`config.mk`:
```
export PLATFORM = sky130hd
export DESIGN_NAME = http_chunked_body_deframer_core
export DESIGN_NICKNAME = d
export VERILOG_FILES = /design/src/rtl/core/hcbd_pkg.sv /design/src/rtl/core/hcbd_front.sv /design/src/rtl/core/hcbd_queue.sv /design/src/rtl/core/hcbd_back.sv /design/src/rtl/core/http_chunked_body_deframer_core.sv
export SDC_FILE = /design/constraint.sdc
export NUM_CORES = 1
export LEC_CHECK = 0
export ABC_CLOCK_PERIOD_IN_PS = 3210
export BUFFER_PORTS_ARGS = -buffer_cell sky130_fd_sc_hd__buf_2
export CAP_MARGIN = 10
export CORE_MARGIN = 3
export CORE_UTILIZATION = 52
export DETAILED_ROUTE_END_ITERATION = 6
export PLACE_DENSITY_LB_ADDON = 0.12
export SLEW_MARGIN = 10
export SYNTH_ARGS = -nofsm -noshare
export SYNTH_HDL_FRONTEND = slang
export SYNTH_SLANG_ARGS = --single-unit
```
`constraint.sdc`:
```
create_clock -name clk -period 3.21 [get_ports clk]
set_clock_uncertainty 0.2 [all_clocks]
set_input_delay 0.321 -clock clk [delete_from_list [all_inputs] [get_ports clk]]
set_output_delay 0.321 -clock clk [all_outputs]
set_load 0.005 [all_outputs]
```
`src/rtl/core/hcbd_pkg.sv`:
```
// Shared types and constants for the chunked body deframer.
// No dependencies; used by every module under rtl/core.
package hcbd_pkg;

  // Parser phases of the back end.
  typedef enum logic [2:0] {
    PH_SIZE,
    PH_EXT,
    PH_HDR_LF,
    PH_DATA,
    PH_DATA_CR,
    PH_DATA_LF,
    PH_TRAILER
  } phase_t;

  // Byte classes reported on the result channel.
  localparam logic [2:0] CL_DIGIT = 3'd0;
  localparam logic [2:0] CL_EXT   = 3'd1;
  localparam logic [2:0] CL_HCRLF = 3'd2;
  localparam logic [2:0] CL_DATA  = 3'd3;
  localparam logic [2:0] CL_DCRLF = 3'd4;
  localparam logic [2:0] CL_TRAIL = 3'd5;

  // Error codes.
  localparam logic [1:0] ERR_NONE = 2'd0;
  localparam logic [1:0] ERR_HEX  = 2'd1;
  localparam logic [1:0] ERR_OVF  = 2'd2;
  localparam logic [1:0] ERR_CRLF = 2'd3;

  // Characters of interest.
  localparam logic [7:0] CHAR_CR   = 8'h0d;
  localparam logic [7:0] CHAR_LF   = 8'h0a;
  localparam logic [7:0] CHAR_SEMI = 8'h3b;

  // Trailer CRLF match counts.
  localparam logic [1:0] MATCH_NONE  = 2'd0;
  localparam logic [1:0] MATCH_CR    = 2'd1;
  localparam logic [1:0] MATCH_CRLF  = 2'd2;
  localparam logic [1:0] MATCH_CRLFCR = 2'd3;

  // Queue between front and back.
  localparam int unsigned QUEUE_DEPTH = 4;
  localparam int unsigned QPTR_W      = $clog2(QUEUE_DEPTH);

  // One classified byte as it travels from front to back.
  typedef struct packed {
    logic [7:0] data;
    logic       is_hex;
    logic [3:0] hex_val;
    logic       is_cr;
    logic       is_lf;
    logic       is_semi;
  } token_t;

endpackage

```
`src/rtl/core/hcbd_front.sv`:
```
// Front end: takes raw bytes and classifies them into tokens.
// Depends on hcbd_pkg; feeds hcbd_queue.
module hcbd_front (
  input  logic               in_valid,
  input  logic [7:0]         in_data_byte,
  output logic               in_stall,
  input  logic               q_full,
  output logic               q_push,
  output hcbd_pkg::token_t   q_token
);

  assign in_stall = q_full;
  assign q_push   = in_valid && !q_full;

  always_comb begin
    q_token.data    = in_data_byte;
    q_token.is_hex  = 1'b1;
    q_token.hex_val = 4'd0;
    case (in_data_byte) inside
      [8'h30:8'h39]: q_token.hex_val = 4'(in_data_byte - 8'h30);
      [8'h61:8'h66]: q_token.hex_val = 4'(in_data_byte - 8'h57);
      [8'h41:8'h46]: q_token.hex_val = 4'(in_data_byte - 8'h37);
      default:       q_token.is_hex  = 1'b0;
    endcase
    q_token.is_cr   = (in_data_byte == hcbd_pkg::CHAR_CR);
    q_token.is_lf   = (in_data_byte == hcbd_pkg::CHAR_LF);
    q_token.is_semi = (in_data_byte == hcbd_pkg::CHAR_SEMI);
  end

endmodule

```
`src/rtl/core/hcbd_queue.sv`:
```
// Short token queue decoupling front and back.
// Depends on hcbd_pkg.
module hcbd_queue (
  input  logic             clk,
  input  logic             rst_n,
  input  logic             push,
  input  hcbd_pkg::token_t push_token,
  output logic             full,
  input  logic             pop,
  output hcbd_pkg::token_t pop_token,
  output logic             empty
);

  localparam int unsigned PW = hcbd_pkg::QPTR_W;

  hcbd_pkg::token_t    mem_r [hcbd_pkg::QUEUE_DEPTH];
  logic [PW-1:0]       wr_ptr_r, wr_ptr_nxt;
  logic [PW-1:0]       rd_ptr_r, rd_ptr_nxt;
  logic [PW:0]         count_r, count_nxt;

  assign full      = (count_r == (PW+1)'(hcbd_pkg::QUEUE_DEPTH));
  assign empty     = (count_r == '0);
  assign pop_token = mem_r[rd_ptr_r];

  always_comb begin
    wr_ptr_nxt = push ? wr_ptr_r + 1'b1 : wr_ptr_r;
    rd_ptr_nxt = pop  ? rd_ptr_r + 1'b1 : rd_ptr_r;
    count_nxt  = count_r;
    if (push && !pop) begin
      count_nxt = count_r + 1'b1;
    end else if (pop && !push) begin
      count_nxt = count_r - 1'b1;
    end
  end

  always_ff @(posedge clk) begin
    if (!rst_n) begin
      wr_ptr_r <= '0;
      rd_ptr_r <= '0;
      count_r  <= '0;
    end else begin
      wr_ptr_r <= wr_ptr_nxt;
      rd_ptr_r <= rd_ptr_nxt;
      count_r  <= count_nxt;
    end
  end

  always_ff @(posedge clk) begin
    if (push) begin
      mem_r[wr_ptr_r] <= push_token;
    end
  end

endmodule

```
`src/rtl/core/hcbd_back.sv`:
```
// Back end: chunk framing state machine and registered result stage.
// Depends on hcbd_pkg; pops tokens from hcbd_queue.
module hcbd_back #(
  parameter int unsigned SIZE_BITS = 32
) (
  input  logic             clk,
  input  logic             rst_n,
  input  logic             trailers_en,
  input  logic             q_empty,
  input  hcbd_pkg::token_t q_token,
  output logic             q_pop,
  output logic             out_valid,
  input  logic             out_stall,
  output logic [2:0]       out_byte_class,
  output logic [7:0]       out_payload_byte,
  output logic             out_body_end,
  output logic [1:0]       out_error_code
);

  hcbd_pkg::phase_t       phase_r, phase_nxt;
  logic [SIZE_BITS-1:0]   size_r, size_nxt;
  logic [1:0]             match_r, match_nxt;
  logic [1:0]             err_r, err_nxt;
  logic                   seen_r, seen_nxt;

  logic                   valid_r;
  logic [2:0]             cls_r;
  logic [7:0]             pay_r;
  logic                   end_r;
  logic [1:0]             code_r;

  logic [2:0]             cls;
  logic [7:0]             pay;
  logic                   body_end;
  logic [1:0]             err;

  logic [SIZE_BITS-1:0]   size_dec;
  logic [SIZE_BITS-1:0]   size_shift;
  logic                   size_ovf;
  logic                   trail_done;

  assign q_pop = !q_empty && (!valid_r || !out_stall);

  assign size_dec   = size_r - {{(SIZE_BITS-1){1'b0}}, 1'b1};
  assign size_shift = {size_r[SIZE_BITS-5:0], q_token.hex_val};
  assign size_ovf   = (size_r[SIZE_BITS-1 -: 4] != 4'd0);
  assign trail_done = trailers_en ? (match_r == hcbd_pkg::MATCH_CRLFCR)
                                  : (match_r == hcbd_pkg::MATCH_CR ||
                                     match_r == hcbd_pkg::MATCH_CRLFCR);

  // Result for the token at the head of the queue.
  always_comb begin
    cls      = hcbd_pkg::CL_DIGIT;
    pay      = 8'd0;
    body_end = 1'b0;
    err      = hcbd_pkg::ERR_NONE;
    if (err_r != hcbd_pkg::ERR_NONE) begin
      err = err_r;
    end else begin
      case (phase_r)
        hcbd_pkg::PH_SIZE: begin
          if (q_token.is_hex) begin
            if (size_ovf) err = hcbd_pkg::ERR_OVF;
          end else if (!seen_r) begin
            err = hcbd_pkg::ERR_HEX;
          end else if (q_token.is_semi) begin
            cls = hcbd_pkg::CL_EXT;
          end else if (q_token.is_cr) begin
            cls = hcbd_pkg::CL_HCRLF;
          end else begin
            err = hcbd_pkg::ERR_HEX;
          end
        end
        hcbd_pkg::PH_EXT: begin
          cls = q_token.is_cr ? hcbd_pkg::CL_HCRLF : hcbd_pkg::CL_EXT;
        end
        hcbd_pkg::PH_HDR_LF: begin
          cls = hcbd_pkg::CL_HCRLF;
          if (!q_token.is_lf) err = hcbd_pkg::ERR_CRLF;
        end
        hcbd_pkg::PH_DATA: begin
          cls = hcbd_pkg::CL_DATA;
          pay = q_token.data;
        end
        hcbd_pkg::PH_DATA_CR: begin
          cls = hcbd_pkg::CL_DCRLF;
          if (!q_token.is_cr) err = hcbd_pkg::ERR_CRLF;
        end
        hcbd_pkg::PH_DATA_LF: begin
          cls = hcbd_pkg::CL_DCRLF;
          if (!q_token.is_lf) err = hcbd_pkg::ERR_CRLF;
        end
        hcbd_pkg::PH_TRAILER: begin
          cls      = hcbd_pkg::CL_TRAIL;
          body_end = q_token.is_lf && trail_done;
        end
        default: begin
          cls = hcbd_pkg::CL_DIGIT;
        end
      endcase
    end
  end

  // Next parser state.
  always_comb begin
    phase_nxt = phase_r;
    size_nxt  = size_r;
    match_nxt = match_r;
    seen_nxt  = seen_r;
    err_nxt   = (err_r != hcbd_pkg::ERR_NONE) ? err_r : err;
    if (err_r == hcbd_pkg::ERR_NONE) begin
      case (phase_r)
        hcbd_pkg::PH_SIZE: begin
          if (q_token.is_hex) begin
            if (!size_ovf) begin
              size_nxt = size_shift;
              seen_nxt = 1'b1;
            end
          end else if (seen_r && q_token.is_semi) begin
            phase_nxt = hcbd_pkg::PH_EXT;
          end else if (seen_r && q_token.is_cr) begin
            phase_nxt = hcbd_pkg::PH_HDR_LF;
          end
        end
        hcbd_pkg::PH_EXT: begin
          if (q_token.is_cr) phase_nxt = hcbd_pkg::PH_HDR_LF;
        end
        hcbd_pkg::PH_HDR_LF: begin
          if (q_token.is_lf) begin
            if (size_r == '0) begin
              phase_nxt = hcbd_pkg::PH_TRAILER;
              match_nxt = hcbd_pkg::MATCH_CRLF;
            end else begin
              phase_nxt = hcbd_pkg::PH_DATA;
            end
          end
        end
        hcbd_pkg::PH_DATA: begin
          size_nxt = size_dec;
          if (size_dec == '0) phase_nxt = hcbd_pkg::PH_DATA_CR;
        end
        hcbd_pkg::PH_DATA_CR: begin
          if (q_token.is_cr) phase_nxt = hcbd_pkg::PH_DATA_LF;
        end
        hcbd_pkg::PH_DATA_LF: begin
          if (q_token.is_lf) begin
            phase_nxt = hcbd_pkg::PH_SIZE;
            size_nxt  = '0;
            match_nxt = hcbd_pkg::MATCH_NONE;
            seen_nxt  = 1'b0;
          end
        end
        hcbd_pkg::PH_TRAILER: begin
          if (q_token.is_cr) begin
            match_nxt = (match_r == hcbd_pkg::MATCH_CRLF) ? hcbd_pkg::MATCH_CRLFCR
                                                          : hcbd_pkg::MATCH_CR;
          end else if (q_token.is_lf) begin
            if (trail_done) begin
              phase_nxt = hcbd_pkg::PH_SIZE;
              size_nxt  = '0;
              match_nxt = hcbd_pkg::MATCH_NONE;
              seen_nxt  = 1'b0;
            end else begin
              match_nxt = (match_r == hcbd_pkg::MATCH_CR) ? hcbd_pkg::MATCH_CRLF
                                                          : hcbd_pkg::MATCH_NONE;
            end
          end else begin
            match_nxt = hcbd_pkg::MATCH_NONE;
          end
        end
        default: begin
          phase_nxt = hcbd_pkg::PH_SIZE;
        end
      endcase
    end
  end

  always_ff @(posedge clk) begin
    if (!rst_n) begin
      phase_r <= hcbd_pkg::PH_SIZE;
      size_r  <= '0;
      match_r <= hcbd_pkg::MATCH_NONE;
      err_r   <= hcbd_pkg::ERR_NONE;
      seen_r  <= 1'b0;
      valid_r <= 1'b0;
    end else begin
      if (q_pop) begin
        phase_r <= phase_nxt;
        size_r  <= size_nxt;
        match_r <= match_nxt;
        err_r   <= err_nxt;
        seen_r  <= seen_nxt;
        valid_r <= 1'b1;
      end else if (!out_stall) begin
        valid_r <= 1'b0;
      end
    end
  end

  always_ff @(posedge clk) begin
    if (q_pop) begin
      cls_r  <= cls;
      pay_r  <= pay;
      end_r  <= body_end;
      code_r <= err;
    end
  end

  assign out_valid        = valid_r;
  assign out_byte_class   = cls_r;
  assign out_payload_byte = pay_r;
  assign out_body_end     = end_r;
  assign out_error_code   = code_r;

endmodule

```
`src/rtl/core/http_chunked_body_deframer_core.sv`:
```
// Chunked transfer-coding body deframer, one body byte per request. Bytes are
// classified in the front end, pass through a four-entry queue and are parsed
// by the back end, which holds the result in an output register. Throughput is
// one byte per clock while out_stall is low. Each byte is first written into
// the queue; the parser then pops it and registers its result in the output
// register. The queue absorbs up to four bytes of output back-pressure before
// in_stall rises. The trailer mode register takes a write only while the queue
// is empty, so every queued byte is parsed under the mode it was sent with.
// After an error the block reports the latched code on every byte until
// reset; after a completed body it rearms for the next one.
// Depends on hcbd_pkg, hcbd_front, hcbd_queue and hcbd_back.
module http_chunked_body_deframer_core #(
  parameter int unsigned SIZE_BITS = 32
) (
  input  logic       clk,
  input  logic       rst_n,
  // byte input channel
  input  logic       in_valid,
  output logic       in_stall,
  input  logic [7:0] in_data_byte,
  // result channel
  output logic       out_valid,
  input  logic       out_stall,
  output logic [2:0] out_byte_class,
  output logic [7:0] out_payload_byte,
  output logic       out_body_end,
  output logic [1:0] out_error_code,
  // configuration write channel (trailers_enabled)
  input  logic       cfg_valid,
  output logic       cfg_ready,
  input  logic       cfg_trailers_enabled
);

  logic             trailers_r;
  logic             q_full;
  logic             q_empty;
  logic             q_push;
  logic             q_pop;
  hcbd_pkg::token_t push_token;
  hcbd_pkg::token_t pop_token;

  // Writable only with no bytes waiting for the parser.
  assign cfg_ready = q_empty;

  always_ff @(posedge clk) begin
    if (!rst_n) begin
      trailers_r <= 1'b0;
    end else if (cfg_valid && cfg_ready) begin
      trailers_r <= cfg_trailers_enabled;
    end
  end

  // Front: classify the byte (hex digit value, CR, LF, semicolon).
  hcbd_front u_front (
    .in_valid     (in_valid),
    .in_data_byte (in_data_byte),
    .in_stall     (in_stall),
    .q_full       (q_full),
    .q_push       (q_push),
    .q_token      (push_token)
  );

  // Token queue between front and back.
  hcbd_queue u_queue (
    .clk        (clk),
    .rst_n      (rst_n),
    .push       (q_push),
    .push_token (push_token),
    .full       (q_full),
    .pop        (q_pop),
    .pop_token  (pop_token),
    .empty      (q_empty)
  );

  // Back: framing state machine plus output register.
  hcbd_back #(
    .SIZE_BITS (SIZE_BITS)
  ) u_back (
    .clk              (clk),
    .rst_n            (rst_n),
    .trailers_en      (trailers_r),
    .q_empty          (q_empty),
    .q_token          (pop_token),
    .q_pop            (q_pop),
    .out_valid        (out_valid),
    .out_stall        (out_stall),
    .out_byte_class   (out_byte_class),
    .out_payload_byte (out_payload_byte),
    .out_body_end     (out_body_end),
    .out_error_code   (out_error_code)
  );

  // End of body only ever lands on a clean trailer byte.
  a_end_is_trailer: assert property (@(posedge clk) disable iff (!rst_n)
    (out_valid && out_body_end) |->
      (out_byte_class == hcbd_pkg::CL_TRAIL && out_error_code == hcbd_pkg::ERR_NONE))
    else $error("body_end on non-trailer or erroring byte");

  // Payload pass-through is zero except on payload bytes.
  a_pay_only_data: assert property (@(posedge clk) disable iff (!rst_n)
    (out_valid && out_byte_class != hcbd_pkg::CL_DATA) |-> (out_payload_byte == 8'd0))
    else $error("payload byte nonzero outside payload class");

  // A latched error keeps reporting on the next result.
  a_err_sticky: assert property (@(posedge clk) disable iff (!rst_n)
    (out_valid && !out_stall && out_error_code != hcbd_pkg::ERR_NONE) ##1 out_valid
      |-> (out_error_code == $past(out_error_code)))
    else $error("error code changed after being latched");

  // The queue never pops when it has nothing.
  a_no_underflow: assert property (@(posedge clk) disable iff (!rst_n)
    q_empty |-> !q_pop)
    else $error("queue popped while empty");

endmodule

```
==> summary.txt, run 1 <==
Timing
  • Achievable frequency: 334 MHz
  • Worst-Margin Slew: 0.840 ns
  • Setup TNS: 0 ns
  • Max-slew headroom: 44.0%
  • Tmin final: 2.99 ns
  • Final setup viols: 0
  • Slew Limit Fails: 0
  • Final hold vios: 0
  • Fin crit share: 93.2%
  • Unrepaired setup endpoints after global routing: false

Status
  • Status: finished, violations left
  • Failing checks: DRC

Route
  • TritonRoute pass-1 iters: 7
  • Final wirelength: 15700 µm
  • Routed Antenna Nets: 0
  • DR iter-0 viols: 774
  • DRC: 1
  • DR vias/cell: 6.19
  • DR vias: 5342
  • DR WL/cell: 18.2 µm

Logic synthesis
  • Synth top area cells: edfxtp_1 34%, dfxtp_1 15%, mux4_2 5.3%, o21ai_0 3.0%, nand2_1 2.9%
  • Synth unique cells: 68
  • Yosys top cell area share: 34.4%
  • Syn Area/Cell: 10.5 µm²
  • Net Count, Synth: 676
  • Seq/Total Area, Yosys: 49.4%
  • Syn Std Cell Area: 6810 µm²
  • Ys async rst share: 0%
  • YS warnings: 0
  • Mapped Cells: 650
  • Main synth FF type: edfxtp_1
  • Leading area contributor after synthesis: edfxtp_1
  • Flop and latch count out of synthesis: 129
  • Post-synth EDFFs: 78

Cells and area
  • Final core utilization: 61.7%
  • Most common cell after layout, fill and taps aside: edfxtp_1
  • Area grow syn2layout: 15.2%
  • Nets: 704
  • Ant. Diodes: 0
  • Highest-count cells in the layout ignoring fill and taps: 78 x edfxtp_1, 52 x nand2_1, 51 x dfxtp_1
  • Share of cells above drive strength 1: 16.9%

Die
  • Core ar.: 12700 µm²
  • Die height: 120 µm
  • Initial core utilization: 53.5%
  • Row cnt: 41
  • Die ar.: 14500 µm²
  • Io pins: 31
  • Die width: 120 µm

GRT
  • Grt total ovfl: 0
  • GRT Util Overall: 22.7%
  • Largest net degree at the start of global routing: 51
  • Initial antenna violation count: 0
  • Vias in the first global route: 5092
  • First-pass GRT wire length: 26100 µm

Clock tree
  • Worst skew pair latency: 0.42 ns
  • CTS buffer count: 17
  • CTS Sinks: 129
  • CTS tree: done
  • Clock Path Buffers: 2
  • Clk slew on worst S/H paths: 0.06 ns
  • Post-CTS Setup Bufs: 0
  • Root Buffer: clkbuf_16
  • Htree depth: 4

Critical path
  • CP Launch Type: flip-flop
  • CP max FO: 9
  • Endpoint class of the critical path: flip-flop
  • Crit path cell chain: inv_1 > ha_2 > or3b_2 > nor4_1 > xor2_1 > a2111oi_0 > nor4bb_1 > nand4_1 > a21oi_2
  • Worst setup path class: flip-flop to flip-flop
  • Data arrival, critical path: 3.14 ns
  • Worst setup path start: u_back.size_r[1]
  • Worst path slowest cell: or3b_2
  • Worst setup endpoint: u_back.phase_r[2]
  • R2R Path Start: u_back.size_r[1]
  • Reg2reg end: u_back.phase_r[2]
  • Worst R2R Setup Slack: 0.22 ns
  • Worst path bufs/invs: 1
  • WP depth: 9
  • Top delay family on crit path: simple AND/OR/NAND/NOR gates
  • Critical path's largest stage delay: 0.56 ns
  • CP required: 3.36 ns
  • Worst-case reg-to-reg path depth: 9

Place
  • PortBufs: 30
  • HPWL after DPL: 10300 µm
  • Routability cong.: 0.909

Run
  • Total of max-cap violations: 0

Power
  • Final Power: 8.80 mW
  • Peak VDD IR: 0.587 mV
  • Static Leak: 2.94 nW
  • PwrDens: 1120 nW/µm²

Worst hold path
  • Hold crit path type: primary input to flip-flop
==> report_power, final <==
group          total, mW  switching [mW]  leakage (nW)  internal, mW
Sequential          2.55           0.404          1.14          2.15
Clock               1.89           0.739         0.276          1.15
Combinational       4.36            2.58          1.52          1.77
Total               8.80            3.73          2.94          5.08
==> through the flow <==
stage               cell area, µm²  cells  setup WS [ns]  hold WS (ns)
floorplan                     6810    650          0.254         0.220
global placement              7170    822          0.318         0.265
detailed placement            7170    822          0.229         0.275
CTS                           7840    863          0.185       0.00964
global route                  7850    863         0.0526        0.0289
finish                        7850    863          0.218        0.0284
==> cells by family (layout without fill, tap and decap cells) <==
logic type	Yosys count	count (layout)	synth area share, %
adders and majority gates	12	12	2.31
AOI/OAI and AO/OA	154	154	15.9
DFF	129	129	49.4
and+or+nand+nor	245	245	19.8
muxes	19	19	5.73
buffers and inverters	69	110	4.06
xor gates and xnor gates	22	22	2.83
==> sequential cells by signal, summed over array words and instances (netlist names), 3 cells and up, named ones only <==
name / flops
u_back.size_r: 32
u_queue.count_r: 3
u_queue.mem_r: 64
u_back.phase_r: 3
u_back.out_payload_byte: 8
u_back.out_byte_class: 3
==> cells in the mapped netlist, types with 9 or more instances <==
cell type / instances
edfxtp_1: 78
a22oi_1: 10
and3_1: 10
o21ai_0: 41
inv_1: 16
nor4_1: 13
dfxtp_1: 51
and2_1: 12
xor2_1: 12
nand2_1: 52
xnor2_1: 10
clkbuf_1: 41
nand3_1: 14
a21oi_1: 16
ha_1: 11
nor2b_1: 19
o211a_1: 10
nor3b_1: 9
nor3_1: 22
mux4_2: 16
nor2_1: 42
a31oi_1: 9
==> layer usage <==
layer	global-route usage [%]	routed length, µm	up-vias
li1	-	-	2515
met1	32.0	7120	2608
met2	35.7	7440	190
met3	4.82	951	29
met4	6.44	219	0
met5	0	0	-
==> cell type report <==
type | instances | area (µm²)
clock buffers | 18 | 429
well taps | 172 | 215
repair buffers | 61 | 430
inverters | 17 | 63.8
flip-flops and latches | 129 | 3360
clock inverters | 14 | 156
multi-input cells | 452 | 3190
fillers | 1069 | 4880
==> repair_timing <==
item | in CTS | in global routing
gates resized for setup | 0 | 1
hold buffers | 9 | 0
setup endpoints to repair | 0 | 1
endpoints found under the hold margin | 22 | 0
==> how the worst min path moves through the flow <==
stage / from / to / slack, ns / cells past startpoint
global placement: u_back.out_valid / u_back.out_valid / 0.26 / 2
finish: in_data_byte[1] / u_queue.mem_r[2][9] / 0.03 / 1
detailed placement: u_back.out_valid / u_back.out_valid / 0.28 / 2
CTS: in_data_byte[1] / u_queue.mem_r[2][9] / 0.01 / 1
floorplan: in_data_byte[2] / u_queue.mem_r[0][10] / 0.22 / 0
global route: in_data_byte[1] / u_queue.mem_r[1][9] / 0.03 / 1
==> worst reg2reg max path: stages (launching register included) <==
cell and delay, ns:
dfxtp_1 0.31, inv_1 0.09, ha_2 0.27, or3b_2 0.56
nor4_1 0.36, xor2_1 0.18, a2111oi_0 0.38, nor4bb_1 0.30
nand4_1 0.16, a21oi_2 0.13
Note: power is estimated with default switching activity, not from simulation.
==> run 2: changes to the inputs <==
--- a/config.mk
+++ b/config.mk
@@ -11,6 +11,7 @@
 export CORE_MARGIN = 3
 export CORE_UTILIZATION = 52
 export DETAILED_ROUTE_END_ITERATION = 6
+export GPL_ROUTABILITY_DRIVEN = 0
 export PLACE_DENSITY_LB_ADDON = 0.12
 export SLEW_MARGIN = 10
 export SYNTH_ARGS = -nofsm -noshare
==> constraint.sdc (replaced) <==
create_clock -name clk -period 3.21 [get_ports clk]
set_clock_uncertainty 0.2 [all_clocks]
set_input_delay 0.4815 -clock clk [delete_from_list [all_inputs] [get_ports clk]]
set_output_delay 0.4815 -clock clk [all_outputs]
set_load 0.005 [all_outputs]
==> run 2 against run 1 <==
  * The run now ends clean
  * Worst setup slack better by 0.012 ns
  * Fmax increased by 0.40%
  * First-iteration DRC count is 23% lower
  * Final area fell by 1.3%
  * Sequential cell count did not move
  * Utilization is 0.80 points lower
  * Critical endpoint unchanged
  * Largest cell class unchanged
==> summary.txt, run 2 (synthesis results as in run 1) <==
Route
  • Routed Antenna Nets: 0 (unchanged)
  • DR iter-0 viols: 596 (-23%)
  • DR WL/cell: 18.1 µm (-0.82%)
  • TritonRoute pass-1 iters: 6 (-1)
  • DRC: 0 (-1)
  • Final wirelength: 15500 µm (-1.7%)
  • DR vias/cell: 6.19 (about the same)
  • DR vias: 5293 (-0.92%)

Timing
  • Max-slew headroom: 45.8% (+1.8 points)
  • Slew Limit Fails: 0 (unchanged)
  • Worst-Margin Slew: 0.813 ns (-0.0271 ns)
  • Setup TNS: 0 ns (unchanged)
  • Final setup viols: 0 (unchanged)
  • Hold_ws: 0.118 ns (+0.0891 ns)
  • Fin crit share: 92.8% (-0.37 points)
  • Final hold vios: 0 (unchanged)
  • Unrepaired setup endpoints after global routing: false
  • Achievable frequency: 336 MHz (+0.40%)
  • Tmin final: 2.98 ns (-0.0120 ns)

Cells and area
  • Area grow syn2layout: 13.7%
  • Share of cells above drive strength 1: 17.4% (+0.49 points)
  • Most common cell after layout, fill and taps aside: edfxtp_1
  • Highest-count cells in the layout ignoring fill and taps: 78 x edfxtp_1, 52 x nand2_1, 51 x dfxtp_1
  • Ant. Diodes: 0 (unchanged)
  • Max reg flops: 64 (unchanged)
  • Nets: 696 (-1.1%)
  • Largest reg by FF count: u_queue.mem_r

Critical path
  • Critical path's largest stage delay: 0.55 ns (about the same)
  • CP max FO: 9 (unchanged)
  • Worst path bufs/invs: 1 (unchanged)
  • CP required: 3.37 ns (about the same)
  • Worst path slowest cell: or4_1
  • Top delay family on crit path: simple AND/OR/NAND/NOR gates
  • Worst setup path class: flip-flop to flip-flop
  • Data arrival, critical path: 3.14 ns (about the same)
  • Endpoint class of the critical path: flip-flop
  • Crit path cell chain: inv_1 > ha_2 > nor3b_1 > nand3_1 > or4_1 > a2111oi_1 > nor4bb_1 > nand4_1 > a21oi_2
  • CP Launch Type: flip-flop

Die
  • Die ar.: 14500 µm² (unchanged)
  • Die width: 120 µm (unchanged)
  • Initial core utilization: 53.5% (unchanged)
  • Row cnt: 41 (unchanged)
  • Io pins: 31 (unchanged)
  • Core ar.: 12700 µm² (unchanged)
  • Die height: 120 µm (unchanged)

Clock tree
  • CTS Hold Bufs: 0 (-9)
  • Post-CTS Resized: 0 (unchanged)
  • Clock Path Buffers: 2 (unchanged)
  • CTS Sinks: 129 (unchanged)
  • CTS buffer count: 17 (unchanged)
  • Clk slew on worst S/H paths: 0.06 ns (about the same)
  • Post-CTS Setup Bufs: 0 (unchanged)
  • Root Buffer: clkbuf_16
  • CTS tree: done
  • Worst skew pair latency: 0.42 ns (about the same)
  • Htree depth: 4 (unchanged)

Power
  • Peak VDD IR: 0.516 mV (-12%)
  • PwrDens: 1130 nW/µm² (+0.28%)
  • Static Leak: 2.90 nW (-1.3%)

Worst hold path
  • Hold crit path type: primary input to flip-flop

Place
  • HPWL after DPL: 10300 µm (-0.16%)
  • PortBufs: 30 (unchanged)

GRT
  • Initial antenna violation count: 0 (unchanged)
  • Largest net degree at the start of global routing: 51 (unchanged)
  • GRT Util Overall: 22.2% (-0.54 points)
  • First-pass GRT wire length: 25400 µm (-2.5%)
  • Vias in the first global route: 5021 (-1.4%)
  • Grt total ovfl: 0 (unchanged)

Status
  • Status: finished, final reports clean

Run
  • Total of max-cap violations: 0 (unchanged)
## run 2: changes by cell type in the layout (fill, tap and decap cells not counted)
cell / change
dlygate4sd3_1: -9
clkinv_4: -3
clkinv_2: +2
a2111oi_0: -1
a2111oi_1: +1
buf_4: +1
bufinv_16: -1
inv_6: +1
inv_8: +1
nor4_1: -1
nor4_2: +1
## run 2: worst paths after layout
| kind | from | depth (start not counted) | slack (ns) | to |
|---|---|---|---|---|
| worst max register to register | u_back.size_r[0] | 9 | 0.23 | u_back.phase_r[2] |
| worst min register to register | u_back.out_valid | 2 | 0.29 | u_back.out_valid |
| worst max-delay path | u_back.size_r[0] | 9 | 0.23 | u_back.phase_r[2] |
| worst min-delay path | in_data_byte[7] | 1 | 0.12 | u_queue.mem_r[2][15] |
## run 2: report_power, final
part	internal, mW	switching, mW	total, mW
combinational	1.77	2.58	4.35
clock	1.07	0.743	1.82
sequential	2.15	0.397	2.55
total	5.00	3.72	8.72
## run 2: stage by stage
| step | std cells | instance area [µm²] | total power, mW | worst slack (ns) | utilization, % |
|---|---|---|---|---|---|
| after detailed placement | 823 | 7180 | 6.83 | 0.230 | 56.4 |
| after floorplan | 650 | 6810 | 5.71 | 0.254 | - |
| after global routing | 855 | 7740 | 9.37 | 0.0222 | 60.9 |
| after CTS | 855 | 7730 | 8.68 | 0.223 | 60.8 |
| final | 855 | 7740 | 8.72 | 0.230 | 60.9 |
| after global placement | 823 | 7180 | 6.76 | 0.315 | 56.4 |
## run 2: layout make-up
class	instances	area, µm²
Fill cell	1058	4980
Sequential cell	129	3360
Multi-Input combinational cell	452	3200
Clock buffer	18	429
Timing Repair Buffer	53	348
Tap cell	172	215
Clock inverter	14	130
Inverter	17	63.8
## run 2: layer usage
layer | GRT usage [%] | share of wire [%] | vias up
met4 | 9.70 | 2.1 | 0
met3 | 4.35 | 6.7 | 28
li1 | - | - | 2495
met2 | 33.1 | 46 | 220
met5 | 0 | 0 | -
met1 | 31.6 | 45 | 2550
==> run 3: changes to the inputs <==
--- a/config.mk
+++ b/config.mk
@@ -8,6 +8,7 @@
 export ABC_CLOCK_PERIOD_IN_PS = 3210
 export BUFFER_PORTS_ARGS = -buffer_cell sky130_fd_sc_hd__buf_2
 export CAP_MARGIN = 10
+export CORE_ASPECT_RATIO = 0.7
 export CORE_MARGIN = 3
 export CORE_UTILIZATION = 52
 export DETAILED_ROUTE_END_ITERATION = 6
==> run 3 against run 2 <==
  * Global-route usage grew 1.6 points
  * Clock-buffer cell count decreased by 1
  * Worst setup slack got worse by 0.011 ns
  * Utilization increased by 1.3 points
  * Fmax decreased by 0.36%
  * Worst hold slack better by 0.021 ns
  * Via count grew 0.98%
  * Final cell count down 0.23%
  * Critical path type unchanged
  * Total power up 4.8%
  * Sequential share of layout area fell by 0.46 points
  * Non-clock buffer count increased by 8
  * Largest power group unchanged
  * Sequential power about the same
==> summary.txt, run 3 (synthesis results as in run 1) <==
Status
  • Status: finished, final reports clean

Cells and area
  • Share of cells above drive strength 1: 18.5% (+1.1 points)
  • Area grow syn2layout: 14.9%
  • Nets: 704 (+1.1%)
  • Ant. Diodes: 0 (unchanged)
  • Max reg flops: 64 (unchanged)
  • Most common cell after layout, fill and taps aside: edfxtp_1
  • Highest-count cells in the layout ignoring fill and taps: 78 x edfxtp_1, 52 x nand2_1, 51 x dfxtp_1
  • # fillers: 1014 (-4.2%)
  • Largest reg by FF count: u_queue.mem_r

Power
  • Static Leak: 2.96 nW (+2.1%)
  • Peak VDD IR: 0.538 mV (+4.4%)
  • PwrDens: 1170 nW/µm² (+3.7%)
  • Final Power: 9.14 mW (+4.8%)

Timing
  • Fin worst setup slack: 0.219 ns (-0.0108 ns)
  • Unrepaired setup endpoints after global routing: false
  • Final hold vios: 0 (unchanged)
  • Max-slew headroom: 46.0% (+0.23 points)
  • Slew Limit Fails: 0 (unchanged)
  • Achievable frequency: 334 MHz (-0.36%)
  • Final setup viols: 0 (unchanged)
  • Worst-Margin Slew: 0.810 ns (-0.00351 ns)
  • Setup TNS: 0 ns (unchanged)
  • Fin crit share: 93.2% (+0.33 points)
  • Tmin final: 2.99 ns (+0.0108 ns)

Die
  • Initial core utilization: 54.1% (+0.55 points)
  • Die ar.: 14500 µm² (+0.15%)
  • Core ar.: 12600 µm² (-1.0%)
  • Die width: 143 µm (+19%)
  • Io pins: 31 (unchanged)
  • Die height: 102 µm (-16%)
  • Row cnt: 34 (-17%)

Clock tree
  • Clock Path Buffers: 2 (unchanged)
  • Clk slew on worst S/H paths: 0.06 ns (about the same)
  • Post-CTS Setup Bufs: 0 (unchanged)
  • CTS buffer count: 17 (unchanged)
  • Htree depth: 4 (unchanged)
  • Worst skew pair latency: 0.42 ns (about the same)
  • Post-CTS Resized: 0 (unchanged)
  • CTS Hold Bufs: 0 (unchanged)
  • Root Buffer: clkbuf_16
  • CTS tree: done
  • CTS Sinks: 129 (unchanged)

Critical path
  • CP Launch Type: flip-flop
  • Data arrival, critical path: 3.14 ns (about the same)
  • CP required: 3.36 ns (about the same)
  • Worst setup path class: flip-flop to flip-flop
  • CP max FO: 9 (unchanged)
  • Endpoint class of the critical path: flip-flop

Route
  • TritonRoute pass-1 iters: 6 (unchanged)
  • Routed Antenna Nets: 0 (unchanged)
  • DR iter-0 viols: 713 (+20%)
  • DR vias/cell: 6.27 (+1.2%)
  • DR vias: 5345 (+0.98%)
  • Final wirelength: 16400 µm (+5.8%)
  • DR WL/cell: 19.2 µm (+6.1%)
  • DRC: 0 (unchanged)

Place
  • Place WS: 0.220 ns (-0.00997 ns)
  • PortBufs: 30 (unchanged)
  • HPWL after DPL: 11200 µm (+8.6%)

GRT
  • First-pass GRT wire length: 26700 µm (+5.1%)
  • Vias in the first global route: 5027 (+0.12%)
  • Grt total ovfl: 0 (unchanged)
  • Initial antenna violation count: 0 (unchanged)
  • GRT Util Overall: 23.8% (+1.6 points)
  • Largest net degree at the start of global routing: 51 (unchanged)

Worst hold path
  • Hold crit path type: primary input to flip-flop

Run
  • Total of max-cap violations: 0 (unchanged)
-- run 3: path summary, 6_finish.rpt --
| check | from | endpoint | slack (ns) | depth (start not counted) |
|---|---|---|---|---|
| max | u_back.size_r[0] | u_back.phase_r[2] | 0.22 | 9 |
| min | cfg_trailers_enabled | trailers_r | 0.14 | 3 |
| max reg2reg | u_back.size_r[0] | u_back.phase_r[2] | 0.22 | 9 |
| min reg2reg | u_back.out_valid | u_back.out_valid | 0.29 | 2 |
-- run 3: critical path, cell delays in order (launching register included) --
cell and delay, ns:
dfxtp_1 0.31, inv_1 0.07, ha_1 0.33, nor3b_2 0.26, nand3_1 0.20, or4_1 0.56, a2111oi_0 0.41, nor4bb_1 0.30
nand4_1 0.14, a21oi_2 0.13
-- run 3: area by class of cell --
cell class	instances	area, µm²	share of cell area (%)
inverters	17	63.8	0.815
clock buffers	17	425	5.43
repair buffers	61	408	5.21
multi-input cells	452	3190	40.8
clock inverters	15	174	2.22
flip-flops and latches	129	3360	43.0
well taps	162	203	2.59
-- run 3: power by group --
group | internal (mW) | switching [mW] | leakage [nW] | total, mW
clock | 1.17 | 0.791 | 0.287 | 1.96
combinational | 1.89 | 2.77 | 1.54 | 4.66
sequential | 2.15 | 0.370 | 1.14 | 2.52
total | 5.21 | 3.93 | 2.96 | 9.14
-- run 3: per-stage QoR --
| stage | hold WS [ns] | util [%] | cell area [µm²] | instances |
|---|---|---|---|---|
| 2_1_floorplan | 0.239 | - | 6810 | 650 |
| 3_3_place_gp | 0.268 | 57.4 | 7220 | 821 |
| 3_5_place_dp | 0.282 | 57.4 | 7220 | 821 |
| 4_1_cts | 0.128 | 62.1 | 7820 | 853 |
| 5_1_grt | 0.143 | 62.2 | 7830 | 853 |
| 6_report | 0.139 | 62.2 | 7830 | 853 |
-- run 3: layer usage --
layer / up-vias / global-route usage, % / part of all wire (%)
li1: 2504 / - / -
met1: 2601 / 36.2 / 49
met2: 227 / 33.4 / 41
met3: 13 / 6.56 / 9.0
met4: 0 / 6.65 / 0.81
met5: - / 0 / 0
